**src/rtl/button_press_pattern_classifier_core_defines.svh**
```systemverilog
// ----------------------------------------------------------------------------
// Button press pattern classifier: assertion macros
// Shared assertion forms for the classifier RTL.
// ----------------------------------------------------------------------------
`ifndef BUTTON_PRESS_PATTERN_CLASSIFIER_CORE_DEFINES_SVH
`define BUTTON_PRESS_PATTERN_CLASSIFIER_CORE_DEFINES_SVH

// Consequent must hold in the same cycle as the antecedent.
`define BPPC_ASSERT_SAME(label, ante, cons, msg) \
  label: assert property (@(posedge clk) disable iff (rst) (ante) |-> (cons)) \
    else $error(msg);

// Consequent must hold in the cycle after the antecedent.
`define BPPC_ASSERT_NEXT(label, ante, cons, msg) \
  label: assert property (@(posedge clk) disable iff (rst) (ante) |=> (cons)) \
    else $error(msg);

`endif

```
**src/rtl/bppc_pkg.sv**
```systemverilog
// ----------------------------------------------------------------------------
// Button press pattern classifier package
// Widths, reset values, register indexes and pattern codes.
// ----------------------------------------------------------------------------
package bppc_pkg;

  localparam int TIME_BITS_DEFAULT   = 32;
  localparam int SAMPLE_BITS_DEFAULT = 10;

  localparam int THRESH_BITS = 10;
  localparam int LIMIT_BITS  = 16;
  localparam int CFG_IDX_BITS = 2;
  localparam int PATTERN_BITS = 3;

  typedef logic [PATTERN_BITS-1:0] pattern_t;
  typedef logic [CFG_IDX_BITS-1:0] cfg_idx_t;

  localparam cfg_idx_t REG_PRESS_THRESHOLD = 2'd0;
  localparam cfg_idx_t REG_SEPARATION      = 2'd1;
  localparam cfg_idx_t REG_SHORT_LIMIT     = 2'd2;
  localparam cfg_idx_t REG_MEDIUM_LIMIT    = 2'd3;

  localparam logic [THRESH_BITS-1:0] THRESHOLD_RESET  = 10'd1000;
  localparam logic [LIMIT_BITS-1:0]  SEPARATION_RESET = 16'd300;
  localparam logic [LIMIT_BITS-1:0]  SHORT_RESET      = 16'd500;
  localparam logic [LIMIT_BITS-1:0]  MEDIUM_RESET     = 16'd1500;

  localparam pattern_t PAT_SINGLE_SHORT  = 3'd0;
  localparam pattern_t PAT_SINGLE_MEDIUM = 3'd1;
  localparam pattern_t PAT_SINGLE_LONG   = 3'd2;
  localparam pattern_t PAT_DOUBLE_SHORT  = 3'd3;
  localparam pattern_t PAT_DOUBLE_LONG   = 3'd4;

  localparam int STAMP_PRESS1   = 0;
  localparam int STAMP_RELEASE1 = 1;
  localparam int STAMP_PRESS2   = 2;
  localparam int STAMP_RELEASE2 = 3;

endpackage

```
**src/rtl/button_press_pattern_classifier_core.sv**
```systemverilog
// ----------------------------------------------------------------------------
// Button press pattern classifier core
// Stamps press and release edges on a tick count and reports single or
// double press patterns classified by the first hold time.
// ----------------------------------------------------------------------------
//
//   Channel  Signals                           Direction
//   input    in_valid, in_stall, sample        sample in, stall out
//   output   out_valid, out_stall, pattern     pattern out, stall in
//   config   cfg_valid, cfg_ready, cfg_index,  write in, ready out
//            cfg_data
//
// One item is accepted per cycle unless input stalls; a pattern it completes
// is registered and offered on the next cycle if the result queue was empty.
// Two queue entries let input continue; it stalls only when both are occupied.
// Reset is synchronous and clears the registers to their default values,
// the tick count, the edge state and the result queue.
// ----------------------------------------------------------------------------
`include "button_press_pattern_classifier_core_defines.svh"

module button_press_pattern_classifier_core #(
  parameter int TIME_BITS   = bppc_pkg::TIME_BITS_DEFAULT,
  parameter int SAMPLE_BITS = bppc_pkg::SAMPLE_BITS_DEFAULT
) (
  input  logic                          clk,
  input  logic                          rst,
  input  logic                          in_valid,
  output logic                          in_stall,
  input  logic [SAMPLE_BITS-1:0]        sample,
  output logic                          out_valid,
  input  logic                          out_stall,
  output bppc_pkg::pattern_t            pattern,
  input  logic                          cfg_valid,
  output logic                          cfg_ready,
  input  bppc_pkg::cfg_idx_t            cfg_index,
  input  logic [bppc_pkg::LIMIT_BITS-1:0] cfg_data
);

  localparam int CMP_BITS = (SAMPLE_BITS > bppc_pkg::THRESH_BITS) ?
                            SAMPLE_BITS : bppc_pkg::THRESH_BITS;

  logic [bppc_pkg::THRESH_BITS-1:0] press_threshold;
  logic [bppc_pkg::LIMIT_BITS-1:0]  separation_ticks;
  logic [bppc_pkg::LIMIT_BITS-1:0]  short_limit_ticks;
  logic [bppc_pkg::LIMIT_BITS-1:0]  medium_limit_ticks;

  logic                 was_pressed;
  logic                 was_pressed_next;
  logic [TIME_BITS-1:0] tick_count;
  logic [TIME_BITS-1:0] stamp      [4];
  logic [TIME_BITS-1:0] stamp_next [4];
  logic [3:0]           stamp_valid;
  logic [3:0]           stamp_valid_next;

  logic                 pressed;
  logic [TIME_BITS-1:0] hold;
  logic [TIME_BITS-1:0] elapsed;
  logic                 emit;
  bppc_pkg::pattern_t   result;

  bppc_pkg::pattern_t   queue [2];
  logic                 wr_ptr;
  logic                 rd_ptr;
  logic [1:0]           count;
  logic                 accept;
  logic                 push;
  logic                 pop;

  assign cfg_ready = 1'b1;
  assign accept    = in_valid && !in_stall;
  assign push      = accept && emit;
  assign pop       = out_valid && !out_stall;
  assign in_stall  = (count == 2'd2);
  assign out_valid = (count != 2'd0);
  assign pattern   = queue[rd_ptr];

  always_ff @(posedge clk) begin
    if (rst) begin
      press_threshold    <= bppc_pkg::THRESHOLD_RESET;
      separation_ticks   <= bppc_pkg::SEPARATION_RESET;
      short_limit_ticks  <= bppc_pkg::SHORT_RESET;
      medium_limit_ticks <= bppc_pkg::MEDIUM_RESET;
    end else if (cfg_valid && cfg_ready) begin
      case (cfg_index)
        bppc_pkg::REG_PRESS_THRESHOLD: begin
          press_threshold <= cfg_data[bppc_pkg::THRESH_BITS-1:0];
        end
        bppc_pkg::REG_SEPARATION:   separation_ticks   <= cfg_data;
        bppc_pkg::REG_SHORT_LIMIT:  short_limit_ticks  <= cfg_data;
        bppc_pkg::REG_MEDIUM_LIMIT: medium_limit_ticks <= cfg_data;
        default: begin
        end
      endcase
    end
  end

  always_comb begin
    pressed          = CMP_BITS'(sample) < CMP_BITS'(press_threshold);
    was_pressed_next = was_pressed;
    stamp_valid_next = stamp_valid;
    for (int i = 0; i < 4; i++) begin
      stamp_next[i] = stamp[i];
    end

    if (pressed != was_pressed) begin
      was_pressed_next = pressed;
      if (pressed) begin
        if (stamp_valid[bppc_pkg::STAMP_PRESS1]) begin
          stamp_next[bppc_pkg::STAMP_PRESS2]       = tick_count;
          stamp_valid_next[bppc_pkg::STAMP_PRESS2] = 1'b1;
        end else begin
          stamp_next[bppc_pkg::STAMP_PRESS1]       = tick_count;
          stamp_valid_next[bppc_pkg::STAMP_PRESS1] = 1'b1;
        end
      end else begin
        if (stamp_valid[bppc_pkg::STAMP_RELEASE1]) begin
          stamp_next[bppc_pkg::STAMP_RELEASE2]       = tick_count;
          stamp_valid_next[bppc_pkg::STAMP_RELEASE2] = 1'b1;
        end else begin
          stamp_next[bppc_pkg::STAMP_RELEASE1]       = tick_count;
          stamp_valid_next[bppc_pkg::STAMP_RELEASE1] = 1'b1;
        end
      end
    end

    hold    = stamp_next[bppc_pkg::STAMP_RELEASE1] - stamp_next[bppc_pkg::STAMP_PRESS1];
    elapsed = tick_count - stamp_next[bppc_pkg::STAMP_RELEASE1];
    emit    = 1'b0;
    result  = bppc_pkg::PAT_SINGLE_SHORT;

    if (stamp_valid_next[bppc_pkg::STAMP_PRESS1] &&
        stamp_valid_next[bppc_pkg::STAMP_RELEASE1]) begin
      if ((elapsed > TIME_BITS'(separation_ticks)) &&
          !stamp_valid_next[bppc_pkg::STAMP_PRESS2]) begin
        emit = 1'b1;
        if (hold < TIME_BITS'(short_limit_ticks)) begin
          result = bppc_pkg::PAT_SINGLE_SHORT;
        end else if (hold < TIME_BITS'(medium_limit_ticks)) begin
          result = bppc_pkg::PAT_SINGLE_MEDIUM;
        end else begin
          result = bppc_pkg::PAT_SINGLE_LONG;
        end
      end else if (stamp_valid_next[bppc_pkg::STAMP_PRESS2] &&
                   stamp_valid_next[bppc_pkg::STAMP_RELEASE2]) begin
        emit   = 1'b1;
        result = (hold < TIME_BITS'(short_limit_ticks)) ?
                 bppc_pkg::PAT_DOUBLE_SHORT : bppc_pkg::PAT_DOUBLE_LONG;
      end
    end
  end

  always_ff @(posedge clk) begin
    if (rst) begin
      was_pressed <= 1'b0;
      tick_count  <= '0;
      stamp_valid <= '0;
    end else if (accept) begin
      was_pressed <= was_pressed_next;
      tick_count  <= tick_count + TIME_BITS'(1);
      stamp_valid <= emit ? 4'b0000 : stamp_valid_next;
    end
  end

  always_ff @(posedge clk) begin
    if (accept) begin
      for (int i = 0; i < 4; i++) begin
        stamp[i] <= stamp_next[i];
      end
    end
  end

  always_ff @(posedge clk) begin
    if (rst) begin
      wr_ptr <= 1'b0;
      rd_ptr <= 1'b0;
      count  <= 2'd0;
    end else begin
      if (push) begin
        wr_ptr <= !wr_ptr;
      end
      if (pop) begin
        rd_ptr <= !rd_ptr;
      end
      case ({push, pop})
        2'b10:   count <= count + 2'd1;
        2'b01:   count <= count - 2'd1;
        default: count <= count;
      endcase
    end
  end

  always_ff @(posedge clk) begin
    if (push) begin
      queue[wr_ptr] <= result;
    end
  end

  `BPPC_ASSERT_NEXT(a_clear_after_pattern, push, stamp_valid == 4'b0000,
    "Edge stamps not cleared after a pattern was reported.")

  `BPPC_ASSERT_SAME(a_stamp_order, 1'b1,
    (!stamp_valid[bppc_pkg::STAMP_RELEASE1] || stamp_valid[bppc_pkg::STAMP_PRESS1]) &&
    (!stamp_valid[bppc_pkg::STAMP_PRESS2] || stamp_valid[bppc_pkg::STAMP_RELEASE1]) &&
    !stamp_valid[bppc_pkg::STAMP_RELEASE2],
    "Edge stamps were recorded out of order.")

  `BPPC_ASSERT_SAME(a_queue_bound, 1'b1, count != 2'd3,
    "Result queue occupancy out of range.")

  `BPPC_ASSERT_SAME(a_pattern_code, out_valid, pattern <= bppc_pkg::PAT_DOUBLE_LONG,
    "Reported pattern code is not a defined pattern.")

endmodule

```
**config.mk**
```make
export PLATFORM = sky130hd
export DESIGN_NAME = button_press_pattern_classifier_core
export DESIGN_NICKNAME = d
export VERILOG_FILES = /design/src/rtl/bppc_pkg.sv /design/src/rtl/button_press_pattern_classifier_core.sv
export VERILOG_INCLUDE_DIRS = /design/src /design/src/rtl
export SDC_FILE = /design/constraint.sdc
export NUM_CORES = 1
export LEC_CHECK = 0
export BUFFER_PORTS_ARGS = -buffer_cell sky130_fd_sc_hd__buf_2
export CAP_MARGIN = 20
export CORE_ASPECT_RATIO = 1.75
export CORE_UTILIZATION = 55
export DETAILED_ROUTE_END_ITERATION = 6
export PLACE_DENSITY = 0.74
export SLEW_MARGIN = 5
export SYNTH_ARGS = -nofsm -noshare
export SYNTH_HDL_FRONTEND = slang
export SYNTH_SLANG_ARGS = --single-unit
```
**constraint.sdc**
```tcl
create_clock -name clk -period 9.8 [get_ports clk]
set_input_delay 2.45 -clock clk [delete_from_list [all_inputs] [get_ports clk]]
set_output_delay 2.45 -clock clk [all_outputs]
set_load 0.1 [all_outputs]
```
Word-level counts from Yosys, hierarchy flattened --
Memory sizes are Yosys's and may differ from the RTL's. A register that Yosys moved wholly into a read port is not among the register bits. Cells that the tools add are included.
Word-level totals: bits in registers 99, bits in writable memories 134, bits of input ports 33, output and inout port bits 6, memories 2
Memories:
- stamp | depth 4, width 32, rd ports 2, clocked after Yosys merged registers in 0, wr ports 3, RTL line button_press_pattern_classifier_core.sv:50 | logic [TIME_BITS-1:0] stamp [4];
- queue | depth 2, width 3, rd ports 1, clocked after Yosys merged registers in 1, wr ports 1, RTL line button_press_pattern_classifier_core.sv:61 | bppc_pkg::pattern_t queue [2];
Cells by class: add/sub/neg operators 5, $lt $le $gt $ge 4, equal/unequal tests 13, mux-type cells 36, reduce and logical (&&, ||, !) cells 22
Operators with widths (number):
- 2-to-1 mux 32 bit | 9
- 2-to-1 mux 128 bit | 1
- less-than comparator 32 x 16 -> 1 bit | 2
- subtractor 32 bit | 2
- adder 32 x 1 -> 32 bit, second input constant | 1
- > comparator 32 x 16 -> 1 bit | 1
- OR reduction 32 bit | 1
- 2-to-1 mux 1 bit | 16
- 2-to-1 mux 3 bit | 4
- less-than comparator 10 bit | 1
- AND reduction 2 bit | 5
- equality test 2 bit, second input constant | 4
- 2-to-1 mux 4 bit | 2
- AND reduction 4 bit | 2
- logical AND 1 bit | 6
- 2-to-1 mux 2 bit | 3
- != test 3 bit, second input constant | 2
- zero test 1 bit | 5
- equality test 2 x 1 -> 1 bit, second input constant | 2
- != test 2 bit, second input constant | 2
- one-hot mux 2 bit (2 select lines) | 1
- nonzero test 2 bit | 2
- adder 2 x 1 -> 2 bit, second input constant | 1
- zero test 2 bit | 1
- other kinds (3) | 4

Logic depth before layout (Yosys ltp) --
Gate-level depths: netlist (run 1). An unclocked memory read counts as a cell.
depth in word-level cells 12, depth in mapped cells 38, mapped depth without buffers 35

Worst setup path before layout (run 1) --
OpenSTA, ideal clock, no wires.
kind input -> register, start point in sample[7], end point reg count[1], library setup time 70 ps, data arrival time 8761 ps, slack 969 ps, stages on the path 33, path through ha_1 -> a211oi_1 -> nor2_1 -> a211o_4 -> o21ai_4 -> buf_2 -> clkbuf_1 -> nand2_1 -> o21ai_0 -> ha_1 -> inv_1 -> ha_1 -> nor3_1 -> o21ai_0 -> o21ai_0 -> nand2_1 -> nand3_1 -> o21ai_0 -> nand2_1 -> o211ai_1 -> ha_1 -> nand4_1 -> or2_2 -> o41ai_1 -> nand3_1 -> a2111oi_0 -> nand4_1 -> o41a_1 -> o21a_1 -> inv_1 -> ha_1 -> or3_1 -> a21oi_1
RTL lines:
- start, declared | RTL line button_press_pattern_classifier_core.sv:29 | input logic [SAMPLE_BITS-1:0] sample,
- end signal, assigned | RTL line button_press_pattern_classifier_core.sv:185 | 2'b10: count <= count + 2'd1;
- end signal, assigned | RTL line button_press_pattern_classifier_core.sv:186 | 2'b01: count <= count - 2'd1;
- end signal, assigned | RTL line button_press_pattern_classifier_core.sv:187 | default: count <= count;
- end, declared | RTL line button_press_pattern_classifier_core.sv:64 | logic [1:0] count;

==> out/qor.yml, run 1 <==
grt_pass1_wl_um: 61020
synth_nets: 1735
cts_buffers: 17
antenna_found_initial: 0
fmax_mhz: 110.9
min_period_ns: 9.019
fin_setup_tns_ns: 0
gp_congestion: 0.9688
cts-root-buf: "clkbuf_16"
critPathArrivalTime_ns: 9.42
min_path_type: "flip-flop to flip-flop"
outcome: "completed"
final-max-slew-violation-count: 0
syn_avg_cell_area_um2: 8.060
synth_warnings: 0
synth_cells: 1600
clkPwrFrac_pct: 32.3
fin_nets: 1735
critPathMaxStageDelay_ns: 0.52
end_kind: "flip-flop"
p_seq_share_pct: 37.2
clk_transition_reported_paths_ns: 0.07
rsz0062_at_grt: "no"
grt_use_total_pct: 33.26
ant_nets: 0
layout_commonest_cell: "nand2_1"
cts.htree.levels: 4
crit_family: "compound AO/OA/AOI/OAI gates"
synth_edf_count: 70
hold_viol: 0
grt_overflow: 0
p_int_uw: 1383
slowest_stage: "nor3_1"
area_growth_pct: 7.509
critical_path_required_ns: 10.20
cts_sinks: 170
rows: 73
maxCapViolCount: 0
fillers: 2113
routed_wl_um: 38610
hpwl_um: 29890
power_uw: 2136
skew_ns: 0.01245
drive_gt1_share_pct: 9.113
startpoint_type: "primary input"
ys_seq_elements: 170
die_h_um: 204.6
vias_per_cell: 6.129
initial_core_util_pct: 56.48
async_reset_ff_share_pct: 0
post_cts_buffers: 0
swShare_pct: 35.27
syn_area_um2: 12900
grt_pass1_vias: 11621
power.density_nw_per_um2: 154.1
power.leakage_uw: 0.005914
ctsResizeCount: 0
portBuffers: 37
pwr-share-comb_pct: 30.5
wire_per_inst_um: 20.18
netSwitchingPower_uw: 753.6
dieWidth_um: 117.8
via_count: 11725
drtIter0Drc: 666
grt_max_degree: 68
drtPass1Iterations: 5
synth_flop_cell: "dfxtp_1"
min_period_over_period_pct: 92.03
cp_num_buf_inv: 3
path_class: "primary input to flip-flop"
critPathMaxFanout: 13
cts_hold_buf: 0
ys_seq_area_share_pct: 31.82
clock_latency_ns: 0.47
cts_tree: "done"
cp_common_cell: "ha_1"
synth_cell_type_count: 87
setup_violations: 0
core_um2: 22830
max-slew-margin-rel_pct: 37.81
io-pin-count: 39
worst_ir_drop_vdd_v: 0.0001772
clockBufferDepth: 2
layout.cells.most_common_list: "nand2_1, inv_1, a21oi_1"
drc: 0
tightestPinTransition_ns: 0.9272
die-area_um2: 24090
n_antenna_cell: 0
Yosys cell counts, types with 6 or more instances:
cell / count / area, um2
nand2b_1: 27 / 168.9
o22ai_1: 6 / 37.54
o21a_1: 25 / 187.7
a21oi_1: 129 / 645.6
nand3b_1: 12 / 90.09
clkbuf_1: 54 / 202.7
nor3_1: 19 / 95.09
ha_1: 102 / 1276
inv_1: 134 / 503.0
edfxtp_1: 70 / 2102
nand3_1: 33 / 165.2
maj3_1: 9 / 90.09
nor2_1: 112 / 420.4
o21bai_1: 10 / 75.07
xor2_1: 34 / 297.8
xnor2_1: 38 / 332.8
o211ai_1: 21 / 157.7
dfxtp_1: 100 / 2002
nand4_1: 24 / 150.1
mux2_2: 27 / 304.0
or3_1: 10 / 62.56
and3_1: 18 / 112.6
a21boi_0: 7 / 52.55
o21ai_0: 75 / 375.4
o21ai_1: 6 / 30.03
a31oi_1: 12 / 75.07
nand2_1: 248 / 930.9
and2_1: 9 / 56.30
or2_2: 11 / 68.82
nor2b_1: 26 / 162.7
a211oi_1: 14 / 105.1
buf_2: 8 / 40.04
a21o_1: 44 / 330.3
mux2i_1: 8 / 80.08
o221ai_1: 6 / 52.55
a211o_1: 19 / 166.4
flip-flops by register name (all words and copies together), names as in the netlist, named ones only:
name	flops
was_pressed	1
tick_count	32
medium_limit_ticks	16
queue	6
stamp_valid	4
stamp	64
wr_ptr	1
count	2
press_threshold	10
separation_ticks	16
short_limit_ticks	16
rd_ptr	1
metrics by stage:
stage / hold slack [ns] / worst slack [ns] / cells / area [um2] / util, %
after floorplan: 0.4336 / 0.9686 / 1600 / 12900 / -
after global placement: 0.4426 / 0.5854 / 1879 / 13270 / 58.09
after detailed placement: 0.4473 / 0.3686 / 1879 / 13270 / 58.09
after CTS: 0.4570 / 0.8301 / 1911 / 13850 / 60.64
after global routing: 0.4739 / 0.06128 / 1913 / 13860 / 60.72
final: 0.4552 / 0.7808 / 1913 / 13860 / 60.72
power by group through the flow:
stage | Sequential [uW] | Combinational (uW) | Clock, uW
after floorplan | 802 | 464 | 0
after global placement | 809 | 619 | 0
after detailed placement | 811 | 634 | 0
after CTS | 795 | 639 | 699
after global routing | 798 | 715 | 725
final | 795 | 652 | 689
logic make-up (layout without fill, tap and decap cells):
kind of cell | count (synthesis) | count (layout) | synth area share [%]
AND/OR/NAND/NOR | 570 | 570 | 20.69
AO/OA/AOI/OAI | 434 | 434 | 22.44
buffers and inverters | 204 | 217 | 6.141
flip-flops | 170 | 170 | 31.82
adder cells (fa/ha/maj) | 112 | 112 | 10.68
XOR/XNOR | 73 | 73 | 5.103
multiplexers | 36 | 36 | 3.085
other | 1 | 1 | 0.02908
tightest hold or removal path, stage by stage (launching register included):
cell	delay, ns
dfxtp_1	0.31
nand2_1	0.05
a21oi_1	0.05
area by class of cell:
| cell class | count | area [um2] | area share [%] |
|---|---|---|---|
| clock buffers | 18 | 429.2 | 3.095 |
| clock inverters | 14 | 151.4 | 1.092 |
| inverters | 134 | 503.0 | 3.628 |
| multi-input cells | 1226 | 8005 | 57.74 |
| flip-flops and latches | 170 | 4104 | 29.60 |
| well taps | 300 | 375.4 | 2.707 |
| repair buffers | 51 | 296.5 | 2.139 |
metal layers:
metal  track usage, %  wire [um]
met1            31.81      13390
met2            58.57      19240
met3            5.735       1720
met4            34.43       4259
met5                0          0
final timing paths:
check | start | end | slack [ns] | cells past startpoint
setup / recovery | sample[7] | count[1] | 0.78 | 32
hold / removal | short_limit_ticks[3] | short_limit_ticks[3] | 0.46 | 2
setup reg to reg | press_threshold[7] | count[1] | 2.48 | 32
hold reg to reg | short_limit_ticks[3] | short_limit_ticks[3] | 0.46 | 2
Power figures use the tool's default switching activity.
==> run 2, diff against run 1 <==
- CELL_PAD_IN_SITES_DETAIL_PLACEMENT: not set -> 0
- CELL_PAD_IN_SITES_GLOBAL_PLACEMENT: not set -> 2
- CORE_UTILIZATION: 55 -> 39
- GPL_ROUTABILITY_DRIVEN: not set -> 0
- PLACE_DENSITY: 0.74 -> 0.83
- SLEW_MARGIN: 5 -> not set
==> run 2 against run 1 <==
  * Sequential power barely moved
  * Setup slack worse by 0.18 ns
  * Highest routed layer unchanged
  * Fmax fell by 2.0%
  * Core utilization decreased by 18 points
==> out/qor.yml, run 2 (synthesis results as in run 1) <==
outcome: "completed"
min_period_over_period_pct: 93.88
grt_pass1_vias: 11181
path_class: "primary input to flip-flop"
antenna_found_initial: 0
grt_pass1_wl_um: 62530
cts-root-buf: "clkbuf_16"
clock_latency_ns: 0.45
die-area_um2: 33830
hold_ws_ns: 0.4544
io-pin-count: 39
dieWidth_um: 139.5
skew_ns: 0.01514
drive_gt1_share_pct: 9.237
end_kind: "flip-flop"
fin_setup_tns_ns: 0
routed_wl_um: 40320
setup_slack_ns: 0.5996
pre_cts_ws_ns: -0.03738
fillers: 3365
die_h_um: 242.6
cts_tree: "done"
min_path_type: "flip-flop to flip-flop"
via_count: 11334
final-max-slew-violation-count: 0
grt_max_degree: 60
power.leakage_uw: 0.005921
max-slew-margin-rel_pct: 40.65
layout_commonest_cell: "nand2_1"
reg_top3: "stamp (64), tick_count (32)"
critPathMaxStageDelay_ns: 0.53
critPathArrivalTime_ns: 9.57
fin_nets: 1735
setup_violations: 0
worst_ir_drop_vdd_v: 0.0001186
clk_transition_reported_paths_ns: 0.07
drtPass1Iterations: 5
rows: 87
clockBufferDepth: 2
grt_overflow: 0
maxCapViolCount: 0
core_um2: 32440
largest_reg_flops: 64
tightestPinTransition_ns: 0.8903
utilization_pct: 43.11
startpoint_type: "primary input"
fmax_mhz: 108.7
wire_per_inst_um: 20.03
portBuffers: 37
cts_sinks: 170
cts.htree.levels: 4
grt_use_total_pct: 24.33
hold_viol: 0
cp_common_cell: "ha_1"
n_antenna_cell: 0
min_period_ns: 9.200
slowest_stage: "o41a_1"
drtIter0Drc: 624
hpwl_um: 32550
rsz0062_at_grt: "no"
initial_core_util_pct: 39.76
ant_nets: 0
critical_path_required_ns: 10.17
largest-register: "stamp"
power.density_nw_per_um2: 150.4
drc: 0
cts_buffers: 17
layout.cells.most_common_list: "nand2_1, inv_1, a21oi_1"
area_growth_pct: 8.441
vias_per_cell: 5.630
critPathMaxFanout: 13
## run 2: cell count changes in the layout (fill, tap and decap cells not counted), sizes merged
cell,delta
clkinv,+2
clkinvlp,-2
inv,+2
bufinv,-1
clkbuf,-1
## run 2: timing repair
item                                    CTS  global route
endpoints found under the setup margin    0             1
buffers inserted                          0             0
hold buffers                              0             0
gates resized for setup                   0             1
## run 2: area by class of cell
class	instances	area [um2]	area share, %
Inverter	134	503.0	3.597
Multi-Input combinational cell	1226	8010	57.28
Clock inverter	15	148.9	1.065
Tap cell	400	500.5	3.579
Sequential cell	170	4104	29.35
Clock buffer	17	425.4	3.042
Timing Repair Buffer	51	292.8	2.094
## run 2: stage by stage
step           instances  cell area [um2]  power, uW
2_1_floorplan       1600            12900       1266
3_3_place_gp        1980            13400       1440
3_5_place_dp        1981            13410       1445
4_1_cts             2013            13980       2126
5_1_grt             2013            13980       2219
6_report            2013            13980       2104
## run 2: per-layer routing
metal / global-route usage [%] / part of all wire (%) / vias to the layer above
li1: - / - / 5655
met1: 23.06 / 35 / 5384
met2: 48.98 / 57 / 216
met3: 2.471 / 2.0 / 79
met4: 14.77 / 6.0 / 0
met5: 0 / 0 / -
## run 2: final timing paths
kind / startpoint / to / slack [ns] / cells past startpoint
setup reg to reg: press_threshold[7] / count[1] / 2.30 / 32
hold / removal: separation_ticks[12] / separation_ticks[12] / 0.45 / 2
setup / recovery: sample[7] / count[1] / 0.60 / 32
hold reg to reg: separation_ticks[12] / separation_ticks[12] / 0.45 / 2
## run 2: critical path, delay by kind of cell
family                   cells  cell delay [ns]
AND/OR/NAND/NOR             11             1.89
AO/OA/AOI/OAI               13             3.51
adder cells (fa/ha/maj)      5             1.46
buffers and inverters        3             0.26
## run 2: power by group
group	internal, uW	switching (uW)
Combinational	246	388
Sequential	775	19.7
Clock	340	335
